**src/hw/rtl/ppst_pkg.sv**
```systemverilog
`default_nettype none
package ppst_pkg;

   typedef logic [1:0] kind_type;

   localparam kind_type KIND_UPSERT   = 2'd0;
   localparam kind_type KIND_DELETE   = 2'd1;
   localparam kind_type KIND_SCHEDULE = 2'd2;
   localparam kind_type KIND_LOOKUP   = 2'd3;

   localparam logic CSR_MIN_POWER = 1'b0;
   localparam logic CSR_MAX_POWER = 1'b1;

   localparam logic signed [15:0] MIN_POWER_RESET = 16'sd0;
   localparam logic signed [15:0] MAX_POWER_RESET = 16'sd1000;

   localparam logic [3:0] PARTS_SAT = 4'd15;

   // one table slot as stored in the entry memory
   typedef struct packed {
      logic [63:0]        serial;
      logic [6:0]         charge;
      logic signed [15:0] request;
      logic signed [15:0] share;
      logic               allowed;
   } entry_type;

endpackage
`default_nettype wire

```
**src/hw/rtl/proportional_power_share_table.sv**
```systemverilog
`default_nettype none
// Device power share table with a proportional scheduler.
//
// Request channel (req_*, valid/ready): one command per request: upsert,
// delete, schedule or lookup. Response channel (rsp_*, valid/ready): exactly
// one response per request, in order. csr_* writes min_power (index 0) and
// max_power (index 1); write them only while the block is idle.
//
// One request is worked at a time; req_ready is low from acceptance until
// the response is placed in the response register. Upsert, delete and lookup
// walk the entry memory, a read state and a use state per slot. Schedule walks
// the table once to sum, once more dividing each share on the shared serial
// divider, and then runs spread rounds of a count walk, one division and an
// apply walk each; the division unit and the single memory read port set
// the pace of these walks.
//
// Reset clears all slots to empty (per-slot occupancy flops) and loads the
// power bounds with 0 and 1000. A stalled receiver holds the response; the
// next request is still accepted and waits in its final state for the slot.
module proportional_power_share_table #(
   parameter int TABLE_DEPTH = 8
) (
   input  wire logic               clock,
   input  wire logic               reset,
   input  wire logic               req_valid,
   output logic                    req_ready,
   input  wire logic [1:0]         req_kind,
   input  wire logic [63:0]        req_serial,
   input  wire logic [6:0]         req_charge_level,
   input  wire logic signed [15:0] req_requested_power,
   input  wire logic signed [15:0] req_initial_share,
   input  wire logic               req_allowed,
   output logic                    rsp_valid,
   input  wire logic               rsp_ready,
   output logic                    rsp_ok,
   output logic [3:0]              rsp_participants,
   output logic signed [15:0]      rsp_share,
   input  wire logic               csr_wr_en,
   input  wire logic               csr_index,
   input  wire logic [15:0]        csr_wdata
);

   localparam int IW   = (TABLE_DEPTH > 1) ? $clog2(TABLE_DEPTH) : 1;
   localparam int CW   = $clog2(TABLE_DEPTH + 1);
   localparam int SCW  = 7 + CW;
   localparam int SRW  = 16 + CW;
   localparam int DW   = SRW + 8;
   localparam int GW   = 18 + CW;
   localparam int EW   = $bits(ppst_pkg::entry_type);
   localparam logic [IW-1:0] LAST = IW'(TABLE_DEPTH - 1);
   localparam int PARTS_SAT_INT = 15;

   typedef enum logic [17:0] {
      ST_IDLE     = 18'h00001,
      ST_FIND_RD  = 18'h00002,
      ST_FIND_USE = 18'h00004,
      ST_ACT      = 18'h00008,
      ST_S1_RD    = 18'h00010,
      ST_S1_USE   = 18'h00020,
      ST_P_RD     = 18'h00040,
      ST_P_USE    = 18'h00080,
      ST_P_START  = 18'h00100,
      ST_P_WAIT   = 18'h00200,
      ST_P_WR     = 18'h00400,
      ST_SP_BEGIN = 18'h00800,
      ST_C_RD     = 18'h01000,
      ST_C_USE    = 18'h02000,
      ST_SP_WAIT  = 18'h04000,
      ST_A_RD     = 18'h08000,
      ST_A_USE    = 18'h10000,
      ST_DONE     = 18'h20000
   } state_type;

   state_type state_ff, state_in;

   logic [IW-1:0]             idx_ff, idx_in;
   ppst_pkg::kind_type        kind_ff, kind_in;
   logic [63:0]               serial_ff, serial_in;
   logic [6:0]                charge_ff, charge_in;
   logic signed [15:0]        req_ff, req_in;
   logic signed [15:0]        init_ff, init_in;
   logic                      allowed_ff, allowed_in;
   logic                      found_ff, found_in;
   logic [IW-1:0]             hit_idx_ff, hit_idx_in;
   logic                      empty_ok_ff, empty_ok_in;
   logic [IW-1:0]             empty_idx_ff, empty_idx_in;
   logic [SCW-1:0]            sum_charge_ff, sum_charge_in;
   logic signed [SRW-1:0]     sum_req_ff, sum_req_in;
   logic [CW-1:0]             n_ff, n_in;
   logic signed [GW-1:0]      gap_ff, gap_in;
   logic [CW-1:0]             cnt_ff, cnt_in;
   logic signed [GW-1:0]      step_ff, step_in;
   logic                      up_ff, up_in;
   ppst_pkg::entry_type       ent_ff, ent_in;
   logic signed [DW-1:0]      prod_ff, prod_in;
   logic                      res_ok_ff, res_ok_in;
   logic [3:0]                res_parts_ff, res_parts_in;
   logic signed [15:0]        res_share_ff, res_share_in;
   logic signed [15:0]        min_ff, max_ff;
   logic [TABLE_DEPTH-1:0]    occ_ff, occ_in;
   logic                      rsp_valid_ff, rsp_valid_in;
   logic                      rsp_ok_ff;
   logic [3:0]                rsp_parts_ff;
   logic signed [15:0]        rsp_share_ff;
   logic                      rsp_load;

   logic                      wr_en;
   logic [IW-1:0]             wr_addr;
   ppst_pkg::entry_type       wr_data;
   logic [EW-1:0]             rd_data;

   logic                      div_start;
   logic signed [DW-1:0]      div_dividend;
   logic [SCW-1:0]            div_divisor;
   logic                      div_done;
   logic signed [DW-1:0]      div_q;

   ppst_pkg::entry_type       ent;
   logic                      part, last, has_room;
   logic signed [16:0]        room;
   logic signed [GW-1:0]      gap_mag, delta;
   logic signed [15:0]        clamped;
   logic                      accept;

   ppst_ram #(.WIDTH(EW), .DEPTH(TABLE_DEPTH)) u_ram (
      .clock   (clock),
      .wr_en   (wr_en),
      .wr_addr (wr_addr),
      .wr_data (wr_data),
      .rd_addr (idx_ff),
      .rd_data (rd_data)
   );

   ppst_div #(.DW(DW), .VW(SCW)) u_div (
      .clock    (clock),
      .reset    (reset),
      .start    (div_start),
      .dividend (div_dividend),
      .divisor  (div_divisor),
      .done     (div_done),
      .quotient (div_q)
   );

   assign req_ready = (state_ff == ST_IDLE);
   assign accept    = req_valid && req_ready;

   // empty slots read as all zero whatever the memory holds
   assign ent  = occ_ff[idx_ff] ? ppst_pkg::entry_type'(rd_data) : '0;
   assign part = occ_ff[idx_ff] && ent.allowed;
   assign last = (idx_ff == LAST);

   // headroom of the slot on the port, in the current spread direction
   assign has_room = up_ff ? (ent.share < max_ff) : (ent.share > min_ff);
   assign room     = up_ff ? (17'(max_ff) - 17'(ent.share))
                           : (17'(ent.share) - 17'(min_ff));
   assign gap_mag  = up_ff ? gap_ff : -gap_ff;

   always_comb begin
      delta = GW'(room);
      if (step_ff < delta) delta = step_ff;
      if (gap_mag < delta) delta = gap_mag;
   end

   // first clamp tests the upper bound, then the lower
   always_comb begin
      if (div_q > DW'(max_ff)) begin
         clamped = max_ff;
      end else if (div_q < DW'(min_ff)) begin
         clamped = min_ff;
      end else begin
         clamped = div_q[15:0];
      end
   end

   always_comb begin
      state_in      = state_ff;
      idx_in        = idx_ff;
      kind_in       = kind_ff;
      serial_in     = serial_ff;
      charge_in     = charge_ff;
      req_in        = req_ff;
      init_in       = init_ff;
      allowed_in    = allowed_ff;
      found_in      = found_ff;
      hit_idx_in    = hit_idx_ff;
      empty_ok_in   = empty_ok_ff;
      empty_idx_in  = empty_idx_ff;
      sum_charge_in = sum_charge_ff;
      sum_req_in    = sum_req_ff;
      n_in          = n_ff;
      gap_in        = gap_ff;
      cnt_in        = cnt_ff;
      step_in       = step_ff;
      up_in         = up_ff;
      ent_in        = ent_ff;
      prod_in       = prod_ff;
      res_ok_in     = res_ok_ff;
      res_parts_in  = res_parts_ff;
      res_share_in  = res_share_ff;
      occ_in        = occ_ff;
      rsp_load      = 1'b0;
      wr_en         = 1'b0;
      wr_addr       = idx_ff;
      wr_data       = ent;
      div_start     = 1'b0;
      div_dividend  = prod_ff;
      div_divisor   = sum_charge_ff;

      unique case (state_ff)
         ST_IDLE: begin
            if (accept) begin
               kind_in       = req_kind;
               serial_in     = req_serial;
               charge_in     = req_charge_level;
               req_in        = req_requested_power;
               init_in       = req_initial_share;
               allowed_in    = req_allowed;
               idx_in        = '0;
               found_in      = 1'b0;
               empty_ok_in   = 1'b0;
               sum_charge_in = '0;
               sum_req_in    = '0;
               n_in          = '0;
               res_ok_in     = 1'b0;
               res_parts_in  = '0;
               res_share_in  = '0;
               if (req_kind == ppst_pkg::KIND_SCHEDULE) begin
                  state_in = ST_S1_RD;
               end else if (req_serial == 64'd0) begin
                  state_in = ST_DONE;
               end else begin
                  state_in = ST_FIND_RD;
               end
            end
         end
         ST_FIND_RD: state_in = ST_FIND_USE;
         ST_FIND_USE: begin
            if (!occ_ff[idx_ff] && !empty_ok_ff) begin
               empty_ok_in  = 1'b1;
               empty_idx_in = idx_ff;
            end
            if (occ_ff[idx_ff] && ent.serial == serial_ff) begin
               found_in   = 1'b1;
               hit_idx_in = idx_ff;
               ent_in     = ent;
               state_in   = ST_ACT;
            end else if (last) begin
               state_in = ST_ACT;
            end else begin
               idx_in   = idx_ff + IW'(1);
               state_in = ST_FIND_RD;
            end
         end
         ST_ACT: begin
            state_in = ST_DONE;
            case (kind_ff)
               ppst_pkg::KIND_UPSERT: begin
                  wr_data.serial  = serial_ff;
                  wr_data.charge  = charge_ff;
                  wr_data.request = req_ff;
                  wr_data.allowed = allowed_ff;
                  if (found_ff) begin
                     wr_en         = 1'b1;
                     wr_addr       = hit_idx_ff;
                     wr_data.share = ent_ff.share;
                     res_ok_in     = 1'b1;
                  end else if (empty_ok_ff) begin
                     wr_en                = 1'b1;
                     wr_addr              = empty_idx_ff;
                     wr_data.share        = init_ff;
                     occ_in[empty_idx_ff] = 1'b1;
                     res_ok_in            = 1'b1;
                  end
               end
               ppst_pkg::KIND_DELETE: begin
                  if (found_ff) begin
                     occ_in[hit_idx_ff] = 1'b0;
                     res_ok_in          = 1'b1;
                  end
               end
               default: begin
                  if (found_ff) begin
                     res_ok_in    = 1'b1;
                     res_share_in = ent_ff.share;
                  end
               end
            endcase
         end
         ST_S1_RD: state_in = ST_S1_USE;
         ST_S1_USE: begin
            if (part) begin
               sum_charge_in = sum_charge_ff + SCW'(ent.charge);
               sum_req_in    = sum_req_ff + SRW'(ent.request);
               n_in          = n_ff + CW'(1);
            end else if (occ_ff[idx_ff]) begin
               wr_en         = 1'b1;
               wr_data.share = '0;
            end
            if (last) begin
               idx_in = '0;
               gap_in = GW'(sum_req_in);
               if (n_in == '0) begin
                  state_in = ST_DONE;
               end else begin
                  state_in = ST_P_RD;
               end
            end else begin
               idx_in   = idx_ff + IW'(1);
               state_in = ST_S1_RD;
            end
         end
         ST_P_RD: state_in = ST_P_USE;
         ST_P_USE: begin
            if (part) begin
               ent_in   = ent;
               prod_in  = DW'(sum_req_ff) * DW'($signed({1'b0, ent.charge}));
               state_in = ST_P_START;
            end else if (last) begin
               state_in = ST_SP_BEGIN;
            end else begin
               idx_in   = idx_ff + IW'(1);
               state_in = ST_P_RD;
            end
         end
         ST_P_START: begin
            div_start = 1'b1;
            if (sum_charge_ff == '0) begin
               div_dividend = DW'(sum_req_ff);
               div_divisor  = SCW'(n_ff);
            end
            state_in = ST_P_WAIT;
         end
         ST_P_WAIT: begin
            if (div_done) state_in = ST_P_WR;
         end
         ST_P_WR: begin
            wr_en         = 1'b1;
            wr_data       = ent_ff;
            wr_data.share = clamped;
            gap_in        = gap_ff - GW'(clamped);
            if (last) begin
               state_in = ST_SP_BEGIN;
            end else begin
               idx_in   = idx_ff + IW'(1);
               state_in = ST_P_RD;
            end
         end
         ST_SP_BEGIN: begin
            if (gap_ff == '0) begin
               res_ok_in    = 1'b1;
               res_parts_in = (32'(n_ff) > 32'(PARTS_SAT_INT)) ? ppst_pkg::PARTS_SAT
                                                               : 4'(n_ff);
               state_in     = ST_DONE;
            end else begin
               up_in    = !gap_ff[GW-1];
               cnt_in   = '0;
               idx_in   = '0;
               state_in = ST_C_RD;
            end
         end
         ST_C_RD: state_in = ST_C_USE;
         ST_C_USE: begin
            if (part && has_room) cnt_in = cnt_ff + CW'(1);
            if (last) begin
               if (cnt_in == '0) begin
                  // no headroom left: drop the leftover
                  res_ok_in    = 1'b1;
                  res_parts_in = (32'(n_ff) > 32'(PARTS_SAT_INT)) ? ppst_pkg::PARTS_SAT
                                                                  : 4'(n_ff);
                  state_in     = ST_DONE;
               end else begin
                  div_start    = 1'b1;
                  div_dividend = DW'(gap_mag);
                  div_divisor  = SCW'(cnt_in);
                  state_in     = ST_SP_WAIT;
               end
            end else begin
               idx_in   = idx_ff + IW'(1);
               state_in = ST_C_RD;
            end
         end
         ST_SP_WAIT: begin
            if (div_done) begin
               step_in  = (div_q == '0) ? GW'(1) : GW'(div_q);
               idx_in   = '0;
               state_in = ST_A_RD;
            end
         end
         ST_A_RD: state_in = ST_A_USE;
         ST_A_USE: begin
            if (part && has_room) begin
               wr_en = 1'b1;
               if (up_ff) begin
                  wr_data.share = 16'(17'(ent.share) + 17'(delta));
                  gap_in        = gap_ff - delta;
               end else begin
                  wr_data.share = 16'(17'(ent.share) - 17'(delta));
                  gap_in        = gap_ff + delta;
               end
            end
            if (last || gap_in == '0) begin
               state_in = ST_SP_BEGIN;
            end else begin
               idx_in   = idx_ff + IW'(1);
               state_in = ST_A_RD;
            end
         end
         ST_DONE: begin
            if (!rsp_valid_ff || rsp_ready) begin
               rsp_load = 1'b1;
               state_in = ST_IDLE;
            end
         end
         default: state_in = ST_IDLE;
      endcase
   end

   always_comb begin
      rsp_valid_in = rsp_valid_ff;
      if (rsp_load) begin
         rsp_valid_in = 1'b1;
      end else if (rsp_ready) begin
         rsp_valid_in = 1'b0;
      end
   end

   always_ff @(posedge clock) begin
      if (reset) begin
         state_ff     <= ST_IDLE;
         occ_ff       <= '0;
         rsp_valid_ff <= 1'b0;
         min_ff       <= ppst_pkg::MIN_POWER_RESET;
         max_ff       <= ppst_pkg::MAX_POWER_RESET;
      end else begin
         state_ff     <= state_in;
         occ_ff       <= occ_in;
         rsp_valid_ff <= rsp_valid_in;
         if (csr_wr_en) begin
            unique case (csr_index)
               ppst_pkg::CSR_MIN_POWER: min_ff <= $signed(csr_wdata);
               ppst_pkg::CSR_MAX_POWER: max_ff <= $signed(csr_wdata);
               default: ;
            endcase
         end
      end
      idx_ff        <= idx_in;
      kind_ff       <= kind_in;
      serial_ff     <= serial_in;
      charge_ff     <= charge_in;
      req_ff        <= req_in;
      init_ff       <= init_in;
      allowed_ff    <= allowed_in;
      found_ff      <= found_in;
      hit_idx_ff    <= hit_idx_in;
      empty_ok_ff   <= empty_ok_in;
      empty_idx_ff  <= empty_idx_in;
      sum_charge_ff <= sum_charge_in;
      sum_req_ff    <= sum_req_in;
      n_ff          <= n_in;
      gap_ff        <= gap_in;
      cnt_ff        <= cnt_in;
      step_ff       <= step_in;
      up_ff         <= up_in;
      ent_ff        <= ent_in;
      prod_ff       <= prod_in;
      res_ok_ff     <= res_ok_in;
      res_parts_ff  <= res_parts_in;
      res_share_ff  <= res_share_in;
      if (rsp_load) begin
         rsp_ok_ff    <= res_ok_ff;
         rsp_parts_ff <= res_parts_ff;
         rsp_share_ff <= res_share_ff;
      end
   end

   assign rsp_valid        = rsp_valid_ff;
   assign rsp_ok           = rsp_ok_ff;
   assign rsp_participants = rsp_parts_ff;
   assign rsp_share        = rsp_share_ff;

endmodule
`default_nettype wire

```
**src/hw/rtl/ppst_ram.sv**
```systemverilog
`default_nettype none
module ppst_ram #(
   parameter int WIDTH = 8,
   parameter int DEPTH = 8
) (
   input  wire logic                                 clock,
   input  wire logic                                 wr_en,
   input  wire logic [(DEPTH > 1 ? $clog2(DEPTH) : 1)-1:0] wr_addr,
   input  wire logic [WIDTH-1:0]                     wr_data,
   input  wire logic [(DEPTH > 1 ? $clog2(DEPTH) : 1)-1:0] rd_addr,
   output logic [WIDTH-1:0]                          rd_data
);

   logic [WIDTH-1:0] mem_ff [DEPTH];
   logic [WIDTH-1:0] rd_data_ff;

   always_ff @(posedge clock) begin
      if (wr_en) begin
         mem_ff[wr_addr] <= wr_data;
      end
      rd_data_ff <= mem_ff[rd_addr];
   end

   assign rd_data = rd_data_ff;

endmodule
`default_nettype wire

```
**src/hw/rtl/ppst_div.sv**
```systemverilog
`default_nettype none
// signed dividend over positive divisor, quotient truncated toward zero,
// one quotient bit per cycle
module ppst_div #(
   parameter int DW = 28,
   parameter int VW = 11
) (
   input  wire logic                 clock,
   input  wire logic                 reset,
   input  wire logic                 start,
   input  wire logic signed [DW-1:0] dividend,
   input  wire logic [VW-1:0]        divisor,
   output logic                      done,
   output logic signed [DW-1:0]      quotient
);

   localparam int CTW = $clog2(DW + 1);

   logic            busy_ff, busy_in;
   logic            done_ff, done_in;
   logic [CTW-1:0]  cnt_ff, cnt_in;
   logic [DW-1:0]   q_ff, q_in;
   logic [VW-1:0]   r_ff, r_in;
   logic [VW-1:0]   d_ff, d_in;
   logic            neg_ff, neg_in;
   logic [VW:0]     r_sh;

   always_comb begin
      busy_in = busy_ff;
      done_in = 1'b0;
      cnt_in  = cnt_ff;
      q_in    = q_ff;
      r_in    = r_ff;
      d_in    = d_ff;
      neg_in  = neg_ff;
      r_sh    = {r_ff, q_ff[DW-1]};
      if (start) begin
         busy_in = 1'b1;
         cnt_in  = CTW'(DW);
         q_in    = dividend[DW-1] ? DW'(-dividend) : DW'(dividend);
         r_in    = '0;
         d_in    = divisor;
         neg_in  = dividend[DW-1];
      end else if (busy_ff) begin
         if (r_sh >= {1'b0, d_ff}) begin
            r_in = VW'(r_sh - {1'b0, d_ff});
            q_in = {q_ff[DW-2:0], 1'b1};
         end else begin
            r_in = r_sh[VW-1:0];
            q_in = {q_ff[DW-2:0], 1'b0};
         end
         cnt_in = cnt_ff - CTW'(1);
         if (cnt_ff == CTW'(1)) begin
            busy_in = 1'b0;
            done_in = 1'b1;
         end
      end
   end

   always_ff @(posedge clock) begin
      if (reset) begin
         busy_ff <= 1'b0;
         done_ff <= 1'b0;
      end else begin
         busy_ff <= busy_in;
         done_ff <= done_in;
      end
      cnt_ff <= cnt_in;
      q_ff   <= q_in;
      r_ff   <= r_in;
      d_ff   <= d_in;
      neg_ff <= neg_in;
   end

   assign done     = done_ff;
   assign quotient = neg_ff ? -$signed(q_ff) : $signed(q_ff);

endmodule
`default_nettype wire

```
**config.mk**
```make
export PLATFORM = sky130hd
export DESIGN_NAME = proportional_power_share_table
export DESIGN_NICKNAME = d
export VERILOG_FILES = /design/src/hw/rtl/ppst_pkg.sv /design/src/hw/rtl/proportional_power_share_table.sv /design/src/hw/rtl/ppst_ram.sv /design/src/hw/rtl/ppst_div.sv
export SDC_FILE = /design/constraint.sdc
export NUM_CORES = 2
export LEC_CHECK = 0
export BUFFER_PORTS_ARGS = -buffer_cell sky130_fd_sc_hd__buf_2
export CAP_MARGIN = 20
export CORE_MARGIN = 1
export CORE_UTILIZATION = 35
export CTS_CLUSTER_DIAMETER = 80
export DETAILED_ROUTE_END_ITERATION = 12
export PLACE_DENSITY = 0.56
export RECOVER_POWER = 25
export SETUP_SLACK_MARGIN = 0.02
export SYNTH_ARGS = -nofsm -noshare
export SYNTH_HDL_FRONTEND = slang
export SYNTH_SLANG_ARGS = --single-unit
```
**constraint.sdc**
```tcl
create_clock -name clock -period 15.9 [get_ports clock]
set_input_delay 3.18 -clock clock [delete_from_list [all_inputs] [get_ports clock]]
set_output_delay 3.18 -clock clock [all_outputs]
set_load 0.05 [all_outputs]
```
==> reports/summary.txt <==
Clock power share: 20.5%
Hold crit path type: reg -> reg
Commonest register cell after synthesis: edfxtp_1
GPL Wtd Cong: 0.920
Hold Path Stages: 0
Unrepaired setup endpoints after global routing: false
Min-delay src: res_parts_ff[2]
Hold buffer count at CTS: 0
Net Sw Frac: 40.3%
Final cell utilization of the core: 39.7%
Via density: 5.45
CP max-delay cell: a2111oi_0
Crit Path Category: reg -> reg
CP required: 16.35 ns
Die ar.: 208000 sq um
Avg Cell Area, Syn: 12.9 sq um
P&R area growth vs syn: 12.5%
GRT met2 Usage: 32.5%
Violated checks: max-capacitance violations, max-slew violations
Final cycle utilization of the critical path: 93.7%
Worst r2r src: idx_ff[0]
Post-route setup TNS: 0 ns
Routed Antenna Nets: 0
Status: complete, but fails checks
Fillers: 19300
EDFF count, synth: 1247
Drt total wl: 208 mm
Multi-input logic area: 28900 sq um
Synth Net Count: 6108
Worst r2r dst: idx_ff[0]
Synth top area cells: edfxtp_1, mux4_2, dfxtp_1, ha_1, fa_1
M1 GR Usage: 26.2%
Final critical-path required period: 14.90 ns
Drt drc: 0
CTS clock-pin slew for the worst setup and hold paths: 0.05 ns
R2r setup slk: 1.00 ns
Yosys cell types: 114
DRT iter0 DRCs: 4369
Leak: 29.2 nW
Max-slew violations: 700
Layout cells sized above 1: 13.5%
CTS Buf Count: 153
Peak supply drop: 0.171 mV
Clk_lat worst skew: 0.84 ns
Vias in the first global route: 47000
I/O pins: 151
# nets final: 6262
CP Launch Type: flip-flop
Std-Cell Rows: 166
Core area: 205000 sq um
Routed wire length per instance: 24.2 microns
Top-area cell type share of the netlist area: 51.8%
Initial antenna violation count: 6
Register Area: 41100 sq um
Pin count of the biggest net entering global routing: 153
H-tree depth: 4
Gr busiest metal: met2
First-pass GRT wire length: 308 mm
Clk_skew: 0.0778 ns
Die X: 457 microns
Synthesized instance count: 5599
Share of synthesized flip-flops with an asynchronous set or reset: 0%
TritonRoute pass-1 iters: 6
Worst slew pin tran: 10.45 ns
# diodes: 0
Num Clock Sinks: 1428
Setup crit end kind: flip-flop
Max-cap violation count: 11
CP peak stage delay: 0.44 ns
Worst-path fanout max: 14
I/O Buffers: 150
Flop pwr share: 29.6%
P per Cell Area: 218 nW/um^2
Post-Syn Area: 72300 sq um
Critical path arrival: 15.34 ns
Max Clk Rate: 67.1 MHz
Hold EP: rsp_participants[2]
Congestion Overflow GR: 0
Yosys top cell by area: edfxtp_1
Reg2Reg Depth: 69
Die height: 457 microns
Post-synthesis register bit count: 1428
Most used cell, CP: a21o_1
Final hold vios: 0
Starting density of the core: 35.3%
Comb pwr share: 50.0%
P_sw: 7.15 mW
All-Layer GR Usage: 19.7%
Slew margin rel.: -597%
Yosys Warn Count: 0
Worst-case clock buffer depth: 3
Post-DP HPWL: 140 mm
# setup viols final: 0
Clock tree root buffer cell: clkbuf_16
CTS tree: built
Seq/Total Area, Yosys: 56.8%
Met3 Usage GRT: 2.98%
Vias: 46700
Pint: 10.6 mW
-- logic make-up (layout without fill, tap and decap cells) --
| kind of cell | Yosys count | after routing | synth area share [%] |
|---|---|---|---|
| compound gates | 1061 | 1061 | 9.62 |
| mux | 373 | 373 | 9.01 |
| fa+ha+maj | 389 | 389 | 7.88 |
| flops | 1428 | 1428 | 56.8 |
| xor+xnor | 288 | 288 | 3.53 |
| simple gates | 1418 | 1418 | 9.73 |
| buf+inv | 642 | 926 | 3.44 |
-- critical path: cells and delay by family (launching register included) --
family | cells | cell delay [ns]
flip-flops | 1 | 0.39
AND/OR/NAND/NOR | 15 | 2.51
adder cells (fa/ha/maj) | 6 | 1.90
buffers and inverters | 5 | 0.68
XOR/XNOR | 4 | 0.74
multiplexers | 3 | 0.95
AO/OA/AOI/OAI | 36 | 7.42
-- cell type report --
| class | count | share of cell area (%) |
|---|---|---|
| repair buffers | 241 | 1.64 |
| inverters | 400 | 1.85 |
| clock inverters | 83 | 1.27 |
| clock buffers | 202 | 5.12 |
| well taps | 2688 | 4.13 |
| multi-input cells | 3529 | 35.5 |
| flip-flops and latches | 1428 | 50.5 |
-- worst max path at each step --
stage / slack (ns) / depth (start not counted) / from / to
detailed placement: 0.1 / 68 / idx_ff[0] / idx_ff[2]
global placement: 0.50 / 68 / idx_ff[0] / idx_ff[1]
global route: 0.06 / 67 / idx_ff[0] / idx_ff[0]
floorplan: 0.63 / 78 / idx_ff[0] / idx_ff[0]
finish: 1.00 / 69 / idx_ff[0] / idx_ff[0]
CTS: 0.25 / 68 / idx_ff[0] / idx_ff[0]
-- cell usage after synthesis, drive strengths merged, types with 60 or more instances --
library cell,n
a21o,73
a21oi,265
a22oi,107
and2,163
buf,74
clkbuf,168
dfxtp,181
edfxtp,1247
fa,113
ha,268
inv,398
mux2,124
mux4,208
nand2,445
nand3,77
nor2,326
nor3,60
o21ai,295
xnor2,202
xor2,86
-- power by group through the flow --
stage / Clock, mW / Sequential, mW / Combinational [mW]
2_1_floorplan: 0 / 5.11 / 6.28
3_3_place_gp: 0 / 5.31 / 8.34
3_5_place_dp: 0 / 5.31 / 8.43
4_1_cts: 3.71 / 5.24 / 8.50
5_1_grt: 3.85 / 5.26 / 9.71
6_report: 3.63 / 5.24 / 8.85
-- sequential cells by signal, indices dropped and copies added, names as in the netlist, 5 cells and up --
register,count
u_div.d_ff,11
sum_charge_ff,11
sum_req_ff,20
rsp_share,16
req_ff,16
serial_ff,64
gap_ff,22
ent_ff,104
init_ff,16
u_div.cnt_ff,5
min_ff,16
u_div.r_ff,11
res_share_ff,16
prod_ff,28
u_div.q_ff,28
u_ram.mem_ff,832
max_ff,16
charge_ff,7
state_ff,18
step_ff,22
u_ram.rd_data,104
occ_ff,8
-- layer usage --
| metal | vias to the layer above | wire, microns |
|---|---|---|
| met5 | - | 21 |
| met4 | 4 | 6810 |
| met3 | 319 | 12300 |
| met2 | 1496 | 99400 |
| met1 | 23800 | 89000 |
| li1 | 21100 | - |
-- timing repair --
action / 4_1_cts / 5_1_grt
setup endpoints to repair: 3 / 9
resized for setup: 1 / 9
buffers inserted: 0 / 4
pin swaps: 0 / 1
-- per-stage QoR --
stage | cells | cell area (sq um) | worst slack, ns | hold slack, ns | power, mW
floorplan | 5599 | 72300 | 0.630 | 0.400 | 11.4
global placement | 8272 | 76200 | 0.495 | 0.406 | 13.7
detailed placement | 8274 | 76200 | 0.0986 | 0.407 | 13.7
CTS | 8559 | 81400 | 0.254 | 0.419 | 17.4
global route | 8571 | 81400 | 0.0562 | 0.423 | 18.8
finish | 8571 | 81400 | 1.00 | 0.418 | 17.7
-- placed cells by master (no fill, tap or decap), types with 46 or more instances in the layout --
cell       instances
and2_1           144
nor2b_1           46
clkbuf_1         126
dfxtp_1          181
a21o_1            73
nand4_1           48
xor2_1            84
nor2_1           314
xnor2_1          199
nor4_1            46
mux4_2           208
mux2_2           115
nor3_1            58
o21ai_0          277
buf_4             65
nand3_1           73
edfxtp_1        1247
ha_1             268
inv_1            395
a22oi_1          106
buf_2             79
a21oi_1          261
fa_1             113
nand2_1          440
clkbuf_16        156
No activity file was read; power rests on OpenSTA's default activity.
